### config.mk
export PLATFORM = sky130hd
export DESIGN_NAME = lane_run_center_extractor_core
export DESIGN_NICKNAME = d
export VERILOG_FILES = /design/src/sv/lrce_pkg.sv /design/src/sv/lane_run_center_extractor_core.sv
export SDC_FILE = /design/constraint.sdc
export NUM_CORES = 1
export LEC_CHECK = 0
export BUFFER_PORTS_ARGS = -buffer_cell sky130_fd_sc_hd__buf_2
export CAP_MARGIN = 20
export CORE_ASPECT_RATIO = 0.75
export CORE_UTILIZATION = 58
export DETAILED_ROUTE_END_ITERATION = 16
export PLACE_DENSITY_LB_ADDON = 0.05
export SLEW_MARGIN = 20
export SYNTH_ARGS = -nofsm -noshare
export SYNTH_HDL_FRONTEND = slang
export SYNTH_SLANG_ARGS = --single-unit
### constraint.sdc
create_clock -name clock -period 5.6 [get_ports clock]
set_input_delay 0.84 -clock clock [delete_from_list [all_inputs] [get_ports clock]]
set_output_delay 0.84 -clock clock [all_outputs]
set_load 0.01 [all_outputs]
### src/sv/lrce_pkg.sv
// Package for the lane run center extractor: sizes, register indexes and
// the request and response payload structs. No dependencies.
package lrce_pkg;

   // Mask geometry limits.
   localparam int MAX_COLS = 1024;
   localparam int MAX_ROWS = 512;
   localparam int COL_W    = $clog2(MAX_COLS);
   localparam int ROW_W    = $clog2(MAX_ROWS);

   // Field and register widths.
   localparam int SCORE_W = 16;
   localparam int MRW_W   = 11;
   localparam int RL_W    = 11;
   localparam int RC_W    = 10;
   localparam int SCALE_W = 16;
   localparam int FRAC_W  = 12;
   localparam int U_W     = 14;
   localparam int V_W     = 13;
   localparam int U_MAX   = 16383;
   localparam int V_MAX   = 8191;

   // Configuration port.
   localparam int CSR_IDX_W  = 3;
   localparam int CSR_DATA_W = 16;

   typedef enum logic [CSR_IDX_W-1:0] {
      CSR_SCORE_THRESHOLD = 3'd0,
      CSR_MAX_RUN_WIDTH   = 3'd1,
      CSR_ROW_LENGTH      = 3'd2,
      CSR_ROW_COUNT       = 3'd3,
      CSR_SCALE_X         = 3'd4,
      CSR_SCALE_Y         = 3'd5
   } csr_index_type;

   // Register values after reset.
   localparam logic [SCORE_W-1:0] THRESHOLD_RST = 16'd32768;
   localparam logic [MRW_W-1:0]   MRW_RST       = 11'd30;
   localparam logic [RL_W-1:0]    RL_RST        = 11'd512;
   localparam logic [RC_W-1:0]    RC_RST        = 10'd288;
   localparam logic [SCALE_W-1:0] SCALE_RST     = 16'd10240;

   typedef struct packed {
      logic [SCORE_W-1:0] lane_score;
      logic               frame_start;
   } req_type;

   typedef struct packed {
      logic [U_W-1:0] center_u;
      logic [V_W-1:0] row_v;
   } rsp_type;

endpackage

### src/sv/lane_run_center_extractor_core.sv
// Top level of the lane run center extractor.
// Depends on lrce_pkg for sizes, register indexes and payload structs.

// The block takes one pixel score per clock in raster order, while requests
// are not stalled, and emits the scaled center column and row of every short
// run of set pixels that closes within its row. Run tracking and position
// counters update in the cycle a request is accepted; the run center then
// passes a register stage and the two Q4.12 scale multipliers before
// reaching the output register.
// Request stall rises only while a result waits in the output register and
// the stage behind it is also full. Configuration writes are always ready
// and must only be made while no request is in flight.
module lane_run_center_extractor_core (
   input  logic                          clock,
   input  logic                          reset,
   input  logic                          req_valid,
   output logic                          req_stall,
   input  lrce_pkg::req_type             req_data,
   output logic                          rsp_valid,
   input  logic                          rsp_stall,
   output lrce_pkg::rsp_type             rsp_data,
   input  logic                          csr_valid,
   output logic                          csr_ready,
   input  logic [lrce_pkg::CSR_IDX_W-1:0]  csr_index,
   input  logic [lrce_pkg::CSR_DATA_W-1:0] csr_data
);

   localparam int COL_W   = lrce_pkg::COL_W;
   localparam int ROW_W   = lrce_pkg::ROW_W;
   localparam int RL_W    = lrce_pkg::RL_W;
   localparam int RC_W    = lrce_pkg::RC_W;
   localparam int MRW_W   = lrce_pkg::MRW_W;
   localparam int SCALE_W = lrce_pkg::SCALE_W;
   localparam int FRAC_W  = lrce_pkg::FRAC_W;
   localparam int PU_W    = COL_W + SCALE_W;
   localparam int PV_W    = ROW_W + SCALE_W;

   // Configuration registers.
   logic [lrce_pkg::SCORE_W-1:0] threshold_ff;
   logic [MRW_W-1:0]             max_run_width_ff;
   logic [RL_W-1:0]              row_length_ff;
   logic [RC_W-1:0]              row_count_ff;
   logic [SCALE_W-1:0]           scale_x_ff;
   logic [SCALE_W-1:0]           scale_y_ff;

   // Position and run state.
   logic [COL_W-1:0] column_ff, column_in;
   logic [ROW_W-1:0] row_ff, row_in;
   logic             run_open_ff, run_open_in;
   logic [COL_W-1:0] run_begin_ff, run_begin_in;

   // Center stage and output register.
   logic             a_valid_ff, a_valid_in;
   logic [COL_W-1:0] a_center_ff;
   logic [ROW_W-1:0] a_row_ff;
   logic             rsp_valid_ff, rsp_valid_in;
   lrce_pkg::rsp_type rsp_data_ff;

   logic             req_accept;
   logic             b_take;
   logic             a_take;
   logic [COL_W-1:0] col_cur;
   logic [ROW_W-1:0] row_cur;
   logic             open_cur;
   logic             pixel_set;
   logic [COL_W-1:0] run_width;
   logic [COL_W-1:0] center;
   logic             emit;
   logic [RL_W-1:0]  rl_eff;
   logic [RC_W-1:0]  rc_eff;
   logic             row_end;
   logic [PU_W-1:0]  prod_u;
   logic [PV_W-1:0]  prod_v;
   logic [PU_W-FRAC_W-1:0] shifted_u;
   logic [PV_W-FRAC_W-1:0] shifted_v;
   lrce_pkg::rsp_type scaled;

   // Handshake: the output register drains or refills, the center stage
   // moves on when it is empty or the output register takes it.
   assign b_take     = !rsp_valid_ff || !rsp_stall;
   assign a_take     = !a_valid_ff || b_take;
   assign req_stall  = !a_take;
   assign req_accept = req_valid && a_take;
   assign csr_ready  = 1'b1;

   // Configuration writes; indexes beyond the list are ignored.
   always_ff @(posedge clock) begin
      if (reset) begin
         threshold_ff     <= lrce_pkg::THRESHOLD_RST;
         max_run_width_ff <= lrce_pkg::MRW_RST;
         row_length_ff    <= lrce_pkg::RL_RST;
         row_count_ff     <= lrce_pkg::RC_RST;
         scale_x_ff       <= lrce_pkg::SCALE_RST;
         scale_y_ff       <= lrce_pkg::SCALE_RST;
      end else if (csr_valid) begin
         case (csr_index)
            lrce_pkg::CSR_SCORE_THRESHOLD: threshold_ff     <= csr_data;
            lrce_pkg::CSR_MAX_RUN_WIDTH:   max_run_width_ff <= csr_data[MRW_W-1:0];
            lrce_pkg::CSR_ROW_LENGTH:      row_length_ff    <= csr_data[RL_W-1:0];
            lrce_pkg::CSR_ROW_COUNT:       row_count_ff     <= csr_data[RC_W-1:0];
            lrce_pkg::CSR_SCALE_X:         scale_x_ff       <= csr_data;
            lrce_pkg::CSR_SCALE_Y:         scale_y_ff       <= csr_data;
            default: ;
         endcase
      end
   end

   // Effective row length and row count: zero counts as one, and values
   // above the mask limits saturate.
   always_comb begin
      if (row_length_ff == '0) begin
         rl_eff = RL_W'(1);
      end else if (row_length_ff > RL_W'(lrce_pkg::MAX_COLS)) begin
         rl_eff = RL_W'(lrce_pkg::MAX_COLS);
      end else begin
         rl_eff = row_length_ff;
      end
      if (row_count_ff == '0) begin
         rc_eff = RC_W'(1);
      end else if (row_count_ff > RC_W'(lrce_pkg::MAX_ROWS)) begin
         rc_eff = RC_W'(lrce_pkg::MAX_ROWS);
      end else begin
         rc_eff = row_count_ff;
      end
   end

   // Run tracking for the pixel on the request port.
   always_comb begin
      col_cur   = req_data.frame_start ? '0 : column_ff;
      row_cur   = req_data.frame_start ? '0 : row_ff;
      open_cur  = req_data.frame_start ? 1'b0 : run_open_ff;
      pixel_set = req_data.lane_score > threshold_ff;
      run_width = col_cur - run_begin_ff;
      center    = run_begin_ff + (run_width >> 1);
      emit      = !pixel_set && open_cur && (MRW_W'(run_width) <= max_run_width_ff);
      row_end   = (RL_W'(col_cur) + RL_W'(1)) >= rl_eff;

      run_begin_in = (pixel_set && !open_cur) ? col_cur : run_begin_ff;
      if (row_end) begin
         column_in   = '0;
         run_open_in = 1'b0;
         if ((RC_W'(row_cur) + RC_W'(1)) >= rc_eff) begin
            row_in = '0;
         end else begin
            row_in = row_cur + ROW_W'(1);
         end
      end else begin
         column_in   = col_cur + COL_W'(1);
         run_open_in = pixel_set;
         row_in      = row_cur;
      end
   end

   // State registers advance on each accepted request.
   always_ff @(posedge clock) begin
      if (reset) begin
         column_ff    <= '0;
         row_ff       <= '0;
         run_open_ff  <= 1'b0;
         run_begin_ff <= '0;
      end else if (req_accept) begin
         column_ff    <= column_in;
         row_ff       <= row_in;
         run_open_ff  <= run_open_in;
         run_begin_ff <= run_begin_in;
      end
   end

   // Center stage holds a closed run until the output register takes it.
   assign a_valid_in = a_take ? (req_accept && emit) : a_valid_ff;

   always_ff @(posedge clock) begin
      if (reset) begin
         a_valid_ff <= 1'b0;
      end else begin
         a_valid_ff <= a_valid_in;
      end
   end

   always_ff @(posedge clock) begin
      if (a_take && req_accept && emit) begin
         a_center_ff <= center;
         a_row_ff    <= row_cur;
      end
   end

   // Scale the center and row by the Q4.12 factors, truncate and saturate.
   always_comb begin
      prod_u    = PU_W'(a_center_ff) * PU_W'(scale_x_ff);
      prod_v    = PV_W'(a_row_ff) * PV_W'(scale_y_ff);
      shifted_u = prod_u[PU_W-1:FRAC_W];
      shifted_v = prod_v[PV_W-1:FRAC_W];
      if (shifted_u > (PU_W-FRAC_W)'(lrce_pkg::U_MAX)) begin
         scaled.center_u = lrce_pkg::U_W'(lrce_pkg::U_MAX);
      end else begin
         scaled.center_u = lrce_pkg::U_W'(shifted_u);
      end
      if (shifted_v > (PV_W-FRAC_W)'(lrce_pkg::V_MAX)) begin
         scaled.row_v = lrce_pkg::V_W'(lrce_pkg::V_MAX);
      end else begin
         scaled.row_v = lrce_pkg::V_W'(shifted_v);
      end
   end

   // Output register.
   assign rsp_valid_in = b_take ? a_valid_ff : rsp_valid_ff;

   always_ff @(posedge clock) begin
      if (reset) begin
         rsp_valid_ff <= 1'b0;
      end else begin
         rsp_valid_ff <= rsp_valid_in;
      end
   end

   always_ff @(posedge clock) begin
      if (b_take && a_valid_ff) begin
         rsp_data_ff <= scaled;
      end
   end

   assign rsp_valid = rsp_valid_ff;
   assign rsp_data  = rsp_data_ff;

endmodule

==> metrics, run 1 <==
Critical path buffers and inverters=4; first-pass GRT wire length=67,800 um; Worst path slowest cell=or4_1; Startpoint Class=register; Setup Skew=0.0140 ns; Synth top area share=0.247; I/O pins=71; Most used DFF post-synth=dfxtp_1; die width=199 um; relative slew slack=0.311; clock latency on the worst-skew pair=0.44 ns; Initial Utilization=0.598; clk slew on worst S/H paths=0.07 ns; Critical Path Start=a_center_ff[7]; total congestion overflow=0; Cell Rows=53; fin crit period=5.47 ns; Fin. Hold Viols=0; die area=0.0299 mm2; Synthesis Warnings=0; HP Class=register to register; root buf cell=clkbuf_16; Hold Crit Start=threshold_ff[5]; sequential share of the synthesized area=0.214; overall routing resource usage=0.292; die height=150 um; Synth Register Bits=158; initial detailed-routing violation count=1,012; Critical Path RT=5.85 ns; placed wire-length estimate=32,700 um; drt pass-1 iters=6; Post-route DRC=0; family with the most delay on the worst path=adder cells; Tcrit/Tclk final=0.976; via count=13,266; final WL=41,400 um; Worst setup EP type=register; status=finished, final reports clean; reg2reg start=a_center_ff[7]; post-synthesis area per instance=8.68 um2; CTS Buf Count=17; MaxCap Viol Count=0; crit path cell chain=buf_4 -> buf_4 -> and2_1 -> fa_1 -> fa_1 -> fa_1 -> fa_1 -> inv_1 -> fa_1 -> inv_1 -> ha_2 -> nand2_1 -> o21a_1 -> nor2_1 -> a2111oi_4 -> a41oi_2 -> or4_1 -> o311ai_1; Least-Margin Pin Slew=1.03 ns; Unique masters post-synth=69; Final Max Slew Viols=0; fraction of registers with async set or reset after synthesis=0; layout cells sized above 1=0.101; CP max FO=6; Mapped Cells=1,949; core outline area=0.0283 mm2; Hold WS=0.457 ns; Placer Congestion=0.906; clock sinks=158; FF/Latch Area=0.00363 mm2; Critical Path AT=5.71 ns; Cell Pwr Density=169 mW/mm2; static leakage=8.87 nW; area delta synth->final=10.4%; top cells by area, synth=fa_1, dfxtp_1, ha_1, nand2_1, edfxtp_1; Port Buffer Count=69; fillers=2,417; average wire per standard cell=17.1 um; largest net degree at the start of global routing=89; Most common cell on crit path=fa_1; Yosys top cell by area=fa_1; TritonCTS clock tree=yes; final setup violating endpoints=0; Post-synth EDFFs=46; Max Buffers Root-to-Sink=2; vias per std cell=5.49; initial antenna violation count=3; Fmax=183 MHz; Layout Nets=2,435; antenna viol nets, final=0; kind of critical path=register to register; VDD IR max=231 uV; cell area after synthesis=0.0169 mm2; multi-input logic area=0.0120 mm2; crit-path max cell delay=0.55 ns; syn nets=2,366; setup TNS=0 ns; vias in the first global route=13,097; H-Tree Depth=4
logic make-up after synthesis:
kind of cell,Yosys count,share of synthesized area
compound gates,261,0.0984
xor+xnor,54,0.0280
fa+ha+maj,376,0.371
buf+inv,374,0.0836
flops,158,0.214
mux,11,0.00658
other cells,1,0.000222
simple gates,714,0.198
final cells by class:
cell class | instances | share of cell area
timing repair buffer | 137 | 0.0474
sequential | 158 | 0.194
multi-input combinational | 1417 | 0.643
inverter | 287 | 0.0577
clock buffer | 18 | 0.0230
tap | 385 | 0.0258
clock inverter | 14 | 0.00858
antenna | 2 | 0.000268
cells in the mapped netlist (9+ instances only):
cell      number
mux2i_1       10
a31oi_1        9
clkbuf_1      79
dfxtp_1      112
nand3_1       36
nor2_1        35
xnor2_1       32
nand4_1       12
and3_1        15
o21ai_1       13
a21oi_1      129
o21ai_0       11
fa_1         209
edfxtp_1      46
inv_1        284
and2_1       149
o211ai_1      12
nand2_1      398
nor2b_1       23
ha_1         167
o21a_1        10
nor3_1        14
a21o_1        24
xor2_1        22
state kept, by name, summed over array words and instances, names as in the netlist:
register,cells
rsp_data,27
scale_x_ff,16
scale_y_ff,16
threshold_ff,16
max_run_width_ff,11
row_length_ff,11
a_center_ff,10
column_ff,10
row_count_ff,10
run_begin_ff,10
a_row_ff,9
row_ff,9
a_valid_ff,1
rsp_valid,1
run_open_ff,1
worst register-to-register path, cell delays in order (launching register included):
cell and delay (ns):
edfxtp_1 0.39, buf_4 0.15, buf_4 0.12, and2_1 0.15
fa_1 0.47, fa_1 0.53, fa_1 0.52, fa_1 0.54
inv_1 0.05, fa_1 0.53, inv_1 0.04, ha_2 0.32
nand2_1 0.10, o21a_1 0.14, nor2_1 0.07, a2111oi_4 0.31
a41oi_2 0.20, or4_1 0.55, o311ai_1 0.10
cell usage in the layout (no fill, tap or decap), types with 5 or more instances in the layout:
cell type,n
xor2_1,22
mux2i_1,10
nor4_1,7
fa_1,205
buf_6,5
o21ai_1,14
ha_1,160
a21o_1,24
edfxtp_1,46
xnor2_1,32
nand2_1,396
clkbuf_16,17
and3_1,15
o21ai_0,10
nor3_1,14
dfxtp_1,109
nand2b_1,7
and2_1,146
buf_4,61
nor2_1,35
a21oi_1,127
o211ai_1,12
inv_1,284
a31oi_1,9
nand3_1,36
nand4_1,12
a211oi_1,8
ha_4,5
nor2b_1,23
o21a_1,10
o21bai_1,7
a21oi_2,5
buf_2,70
worst paths after layout:
kind,endpoint,slack (ns),depth (start not counted)
hold reg to reg,threshold_ff[5],0.46,2
setup / recovery,rsp_data[24],0.13,18
setup reg to reg,rsp_data[24],0.13,18
hold / removal,threshold_ff[5],0.46,2
metal layers:
metal / routed length [um] / vias to the layer above / track usage
met5: 0 / - / 0
met4: 402 / 0 / 0.0562
met3: 2770 / 29 / 0.0512
met2: 17700 / 399 / 0.436
met1: 20600 / 6486 / 0.442
li1: - / 6352 / -
what timing repair did:
action                     CTS  global route
hold buffers                 0             0
hold endpoints to repair     0             0
setup endpoints to repair    1             7
gates resized for setup      0            32
buffers inserted             3            23
pin swaps                    0            19
where the power goes:
group / switching (mW) / total (mW) / internal (mW)
clock: 0.535 / 1.20 / 0.668
sequential: 0.0250 / 1.23 / 1.21
combinational: 0.425 / 0.721 / 0.297
per-stage QoR:
stage | utilization | power (mW) | worst slack [ns] | std cells | area (um2)
after floorplan | - | 1.75 | 0.234 | 1949 | 16900
after global placement | 0.627 | 1.93 | 0.120 | 2358 | 17800
after detailed placement | 0.627 | 1.94 | 0.0195 | 2358 | 17800
after CTS | 0.649 | 3.15 | 0.0387 | 2393 | 18400
after global routing | 0.659 | 3.32 | -0.0404 | 2416 | 18700
final | 0.659 | 3.16 | 0.134 | 2418 | 18700
(Power assumes the default switching activity.)
==> inputs of run 2 (changes only) <==
--- a/config.mk
+++ b/config.mk
@@ -5,11 +5,11 @@
 export SDC_FILE = /design/constraint.sdc
 export NUM_CORES = 1
 export LEC_CHECK = 0
-export BUFFER_PORTS_ARGS = -buffer_cell sky130_fd_sc_hd__buf_2
 export CAP_MARGIN = 20
 export CORE_ASPECT_RATIO = 0.75
-export CORE_UTILIZATION = 58
+export CORE_UTILIZATION = 60
 export DETAILED_ROUTE_END_ITERATION = 16
+export DONT_BUFFER_PORTS = 1
 export PLACE_DENSITY_LB_ADDON = 0.05
 export SLEW_MARGIN = 20
 export SYNTH_ARGS = -nofsm -noshare
==> metrics, run 2 (same netlist as run 1, synthesis figures left out) <==
Placer Congestion=0.941 (was 0.906); relative slew slack=0.311 (about the same); WHS Path Cells=2 (unchanged); most frequent cells in the layout=nand2_1, inv_1, fa_1, ha_1, and2_1 (unchanged); reg2reg start=a_center_ff[7] (unchanged); MaxCap Viol Count=0 (unchanged); fillers=2,312 (was 2,417); Final Max Slew Viols=0 (unchanged); first-pass GRT wire length=66,000 um (was 67,800 um); Post-route DRC=0 (unchanged); largest net degree at the start of global routing=90 (was 89); Setup Skew=0.0156 ns (was 0.0140 ns); CP max FO=6 (unchanged); multi-input logic area=0.0120 mm2 (unchanged); Cell Rows=52 (was 53); Tcrit/Tclk final=0.973 (was 0.976); HP Class=register to register (unchanged); Ant. Diodes=0 (was 2); die area=0.0289 mm2 (was 0.0299 mm2); VDD IR max=221 uV (was 231 uV); fin crit period=5.45 ns (was 5.47 ns); TritonCTS clock tree=yes (unchanged); final WL=41,300 um (was 41,400 um); static leakage=8.56 nW (was 8.87 nW); status=finished, final reports clean (unchanged); Critical Path AT=5.70 ns (was 5.71 ns); total congestion overflow=0 (unchanged); CTS Buf Count=17 (unchanged); Fin. Hold Viols=0 (unchanged); clock sinks=158 (unchanged); Startpoint Class=register (unchanged); Crit Reg-Reg Endpoint=rsp_data[24] (unchanged); H-Tree Depth=4 (unchanged); I/O pins=71 (unchanged); most common cell after layout, fill and taps aside=nand2_1 (unchanged); Final Util=0.666 (was 0.659); layout cells sized above 1=0.0700 (was 0.101); placed wire-length estimate=32,400 um (was 32,700 um); FF/Latch Area=0.00364 mm2 (was 0.00363 mm2); via count=13,009 (was 13,266); initial antenna violation count=0 (was 3); Tot Pwr=3.01 mW (was 3.16 mW); Fmax=184 MHz (was 183 MHz); final setup violating endpoints=0 (unchanged); register-to-register setup slack=0.15 ns (was 0.13 ns); average wire per standard cell=17.9 um (was 17.1 um); clk slew on worst S/H paths=0.07 ns (about the same); overall routing resource usage=0.293 (was 0.292); Layout Nets=2,361 (was 2,435); kind of critical path=register to register (unchanged); cts hold-fix bufs=0 (unchanged); Port Buffer Count=0 (was 69); vias in the first global route=12,373 (was 13,097); drt pass-1 iters=5 (was 6); clock latency on the worst-skew pair=0.44 ns (about the same); initial detailed-routing violation count=1,050 (was 1,012); die width=196 um (was 199 um); max reg flops=27 (unchanged); die height=147 um (was 150 um); Cell Pwr Density=166 mW/mm2 (was 169 mW/mm2); Max Buffers Root-to-Sink=2 (unchanged); Hold EP=threshold_ff[8] (was threshold_ff[5]); Initial Utilization=0.619 (was 0.598); Least-Margin Pin Slew=1.03 ns (about the same); Worst Reg2Reg Path Length in Cells=17 (was 18); Worst setup EP type=register (unchanged); antenna viol nets, final=0 (unchanged); core outline area=0.0273 mm2 (was 0.0283 mm2); root buf cell=clkbuf_16 (unchanged); vias per std cell=5.64 (was 5.49); area delta synth->final=7.50% (was 10.4%); Hold Crit Start=threshold_ff[8] (was threshold_ff[5]); Critical Path RT=5.85 ns (about the same)
[run 2: cell types whose count changed in the layout (fill, tap and decap cells not counted), moves of 3 or more]
| cell | change |
|---|---|
| buf_2 | -70 |
| dfxtp_1 | -6 |
| dfxtp_2 | +4 |
| buf_4 | -3 |
| buf_6 | -3 |
| fa_1 | +3 |
| fa_2 | -3 |
[run 2: layout make-up]
class / count / area share
tap: 351 / 0.0241
multi-input combinational: 1417 / 0.660
sequential: 158 / 0.200
clock buffer: 18 / 0.0236
timing repair buffer: 63 / 0.0268
inverter: 287 / 0.0592
clock inverter: 14 / 0.00598
[run 2: layer usage]
metal,up-vias,GRT usage,part of all wire
met1,6308,0.457,0.49
li1,6217,-,-
met4,0,0.0547,0.013
met2,444,0.424,0.42
met5,-,0,0
met3,40,0.0586,0.083
[run 2: how the worst max path moves through the flow]
stage	startpoint	end	slack, ns
final	a_center_ff[7]	rsp_data[24]	0.15
after global placement	a_center_ff[5]	rsp_data[24]	0.14
after global routing	scale_x_ff[10]	rsp_data[24]	-0.08
after floorplan	a_center_ff[3]	rsp_data[24]	0.23
after CTS	a_center_ff[5]	rsp_data[24]	0.03
after detailed placement	a_center_ff[5]	rsp_data[24]	0.04
[run 2: critical path, stage by stage, from the launching register on]
cell and delay, ns:
edfxtp_1 0.47, clkbuf_2 0.20, and2_1 0.18, fa_1 0.46, fa_1 0.52, fa_1 0.44, fa_1 0.55, inv_1 0.05
fa_1 0.53, inv_1 0.05, ha_2 0.33, a21oi_2 0.13, o21a_1 0.18, nor2_1 0.08, a2111oi_4 0.22, a41oi_2 0.20
or4_4 0.57, o311ai_2 0.09
[run 2: through the flow]
stage | cells | instance area [um2] | setup TNS [ns] | worst slack [ns] | hold slack, ns
finish | 2308 | 18200 | 0 | 0.153 | 0.453
global route | 2308 | 18200 | -0.151 | -0.0769 | 0.456
CTS | 2277 | 17800 | 0 | 0.0270 | 0.449
detailed placement | 2245 | 17300 | 0 | 0.0403 | 0.441
global placement | 2245 | 17300 | 0 | 0.140 | 0.439
floorplan | 1949 | 16900 | 0 | 0.234 | 0.430
[run 2: repair_timing]
| action | CTS | global route |
|---|---|---|
| buffers inserted | 0 | 32 |
| setup endpoints to repair | 0 | 7 |
| gates resized for setup | 0 | 36 |
[run 2: report_power, final]
group / internal (mW) / switching, mW / leakage [nW]
Clock: 0.576 / 0.536 / 0.264
Sequential: 1.21 / 0.0274 / 1.32
Combinational: 0.279 / 0.384 / 6.97
Total: 2.06 / 0.948 / 8.56
==> inputs of run 3 (changes only) <==
--- a/config.mk
+++ b/config.mk
@@ -11,6 +11,8 @@
 export DETAILED_ROUTE_END_ITERATION = 16
 export DONT_BUFFER_PORTS = 1
 export PLACE_DENSITY_LB_ADDON = 0.05
+export SETUP_SLACK_MARGIN = 0.5
+export SKIP_CTS_REPAIR_TIMING = 1
 export SLEW_MARGIN = 20
 export SYNTH_ARGS = -nofsm -noshare
 export SYNTH_HDL_FRONTEND = slang
==> metrics, run 3 (same netlist as run 1, synthesis figures left out) <==
I/O pins=71 (unchanged); Placer Congestion=0.921 (was 0.941); Initial Utilization=0.619 (unchanged); Final Max Slew Viols=0 (unchanged); Cell Rows=52 (unchanged); Cell Pwr Density=169 mW/mm2 (was 166 mW/mm2); first-pass GRT wire length=68,600 um (was 66,000 um); static leakage=8.72 nW (was 8.56 nW); WHS Path Cells=2 (unchanged); Critical Path RT=5.86 ns (was 5.85 ns); root buf cell=clkbuf_16 (unchanged); die width=196 um (unchanged); final setup violating endpoints=0 (unchanged); status=finished, final reports clean (unchanged); die height=147 um (unchanged); core outline area=0.0273 mm2 (unchanged); Hold EP=threshold_ff[2] (was threshold_ff[8]); area delta synth->final=10.9% (was 7.50%); clock latency on the worst-skew pair=0.46 ns (was 0.44 ns); relative slew slack=0.386 (was 0.311); final instance area=0.0188 mm2 (was 0.0182 mm2); clock sinks=158 (unchanged); TritonCTS clock tree=yes (unchanged); clk slew on worst S/H paths=0.07 ns (about the same); Tcrit/Tclk final=0.975 (was 0.973); part of the power in registers=0.390 (was 0.410); FF/Latch Area=0.00364 mm2 (about the same); final WL=43,100 um (was 41,300 um); most common cell after layout, fill and taps aside=nand2_1 (unchanged); NetSw=0.987 mW (was 0.948 mW); Startpoint Class=register (unchanged); fillers=2,233 (was 2,312); Final Util=0.687 (was 0.666); Least-Margin Pin Slew=0.907 ns (was 1.03 ns); power share of the combinational group=0.226 (was 0.220); clock network power share=0.385 (was 0.369); vias per std cell=5.70 (was 5.64); kind of critical path=register to register (unchanged); vias in the first global route=12,878 (was 12,373); fin crit period=5.46 ns (was 5.45 ns); via count=13,295 (was 13,009); placed wire-length estimate=32,800 um (was 32,400 um); Setup Skew=0.0178 ns (was 0.0156 ns); overall routing resource usage=0.308 (was 0.293); average wire per standard cell=18.5 um (was 17.9 um); drt pass-1 iters=5 (unchanged); largest net degree at the start of global routing=90 (unchanged); CTS Buf Count=17 (unchanged); layout cells sized above 1=0.107 (was 0.0700); antenna viol nets, final=0 (unchanged); Crit Reg-Reg Endpoint=rsp_data[24] (unchanged); Max Buffers Root-to-Sink=2 (unchanged); H-Tree Depth=4 (unchanged); dpl cell area=0.0174 mm2 (was 0.0173 mm2); most frequent cells in the layout=nand2_1, inv_1, fa_1, ha_1, and2_1 (unchanged); Critical Path AT=5.72 ns (was 5.70 ns); HP Class=register to register (unchanged); Layout Nets=2,385 (was 2,361); multi-input logic area=0.0123 mm2 (was 0.0120 mm2); initial detailed-routing violation count=994 (was 1,050); setup TNS=0 ns (unchanged); pre-CTS WS=0.0669 ns (was 0.0403 ns); MaxCap Viol Count=0 (unchanged); Worst setup EP type=register (unchanged); CP max FO=8 (was 6); total congestion overflow=0 (unchanged); RSZ-0062 raised after global routing=true; Sw Share=0.312 (was 0.315); die area=0.0289 mm2 (unchanged); VDD IR max=261 uV (was 221 uV); Fin. Hold Viols=0 (unchanged); reg2reg start=a_center_ff[8] (was a_center_ff[7]); max reg flops=27 (unchanged); Post-route DRC=0 (unchanged); Tot Pwr=3.16 mW (was 3.01 mW); final worst slack=0.141 ns (was 0.153 ns); Worst Reg2Reg Path Length in Cells=18 (was 17); Fmax=183 MHz (was 184 MHz); Port Buffer Count=0 (unchanged); initial antenna violation count=2 (was 0); register-to-register setup slack=0.14 ns (was 0.15 ns); internal power=2.18 mW (was 2.06 mW); Hold Crit Start=threshold_ff[2] (was threshold_ff[8])
-- run 3: cell type report --
cell class | instances | area share
antenna | 2 | 0.000267
clock buffer | 21 | 0.0251
clock inverter | 11 | 0.00654
inverter | 287 | 0.0574
multi-input combinational | 1417 | 0.654
sequential | 158 | 0.194
tap | 351 | 0.0234
timing repair buffer | 87 | 0.0395
-- run 3: per-stage QoR --
step	cells	hold slack, ns
6_report	2334	0.448
5_1_grt	2333	0.440
4_1_cts	2283	0.443
3_5_place_dp	2251	0.442
3_3_place_gp	2250	0.437
2_1_floorplan	1949	0.430
-- run 3: worst max-delay path by stage --
stage,slack (ns),cells past startpoint,endpoint,start
floorplan,0.42,17,rsp_data[24],a_center_ff[3]
finish,0.14,18,rsp_data[24],a_center_ff[8]
CTS,0.03,18,rsp_data[24],a_center_ff[2]
global route,-0.008,16,rsp_data[24],a_center_ff[8]
global placement,0.17,15,rsp_data[24],a_center_ff[5]
detailed placement,0.07,15,rsp_data[24],a_center_ff[5]
-- run 3: power by group through the flow --
stage	registers (mW)	clock network, mW	logic, mW
2_1_floorplan	1.24	0	0.525
3_3_place_gp	1.26	0	0.632
3_5_place_dp	1.26	0	0.649
4_1_cts	1.24	1.22	0.659
5_1_grt	1.23	1.27	0.805
6_report	1.23	1.22	0.714
-- run 3: critical path, cell delays in order, from the launching register on --
cell	delay, ns
edfxtp_1	0.51
buf_4	0.17
nand2_1	0.06
fa_1	0.51
fa_1	0.55
inv_1	0.05
fa_1	0.50
fa_1	0.54
inv_1	0.05
fa_1	0.52
inv_2	0.05
ha_4	0.24
a21oi_2	0.13
o21ai_1	0.08
a31o_4	0.22
o211ai_2	0.21
a41oi_2	0.18
or4_1	0.56
o311ai_1	0.10
-- run 3: metal layers --
layer	routed length (um)	vias to the layer above	GRT usage
li1	-	6264	-
met1	19800	6501	0.452
met2	18700	487	0.457
met3	4010	43	0.0785
met4	572	0	0.0688
met5	0	-	0
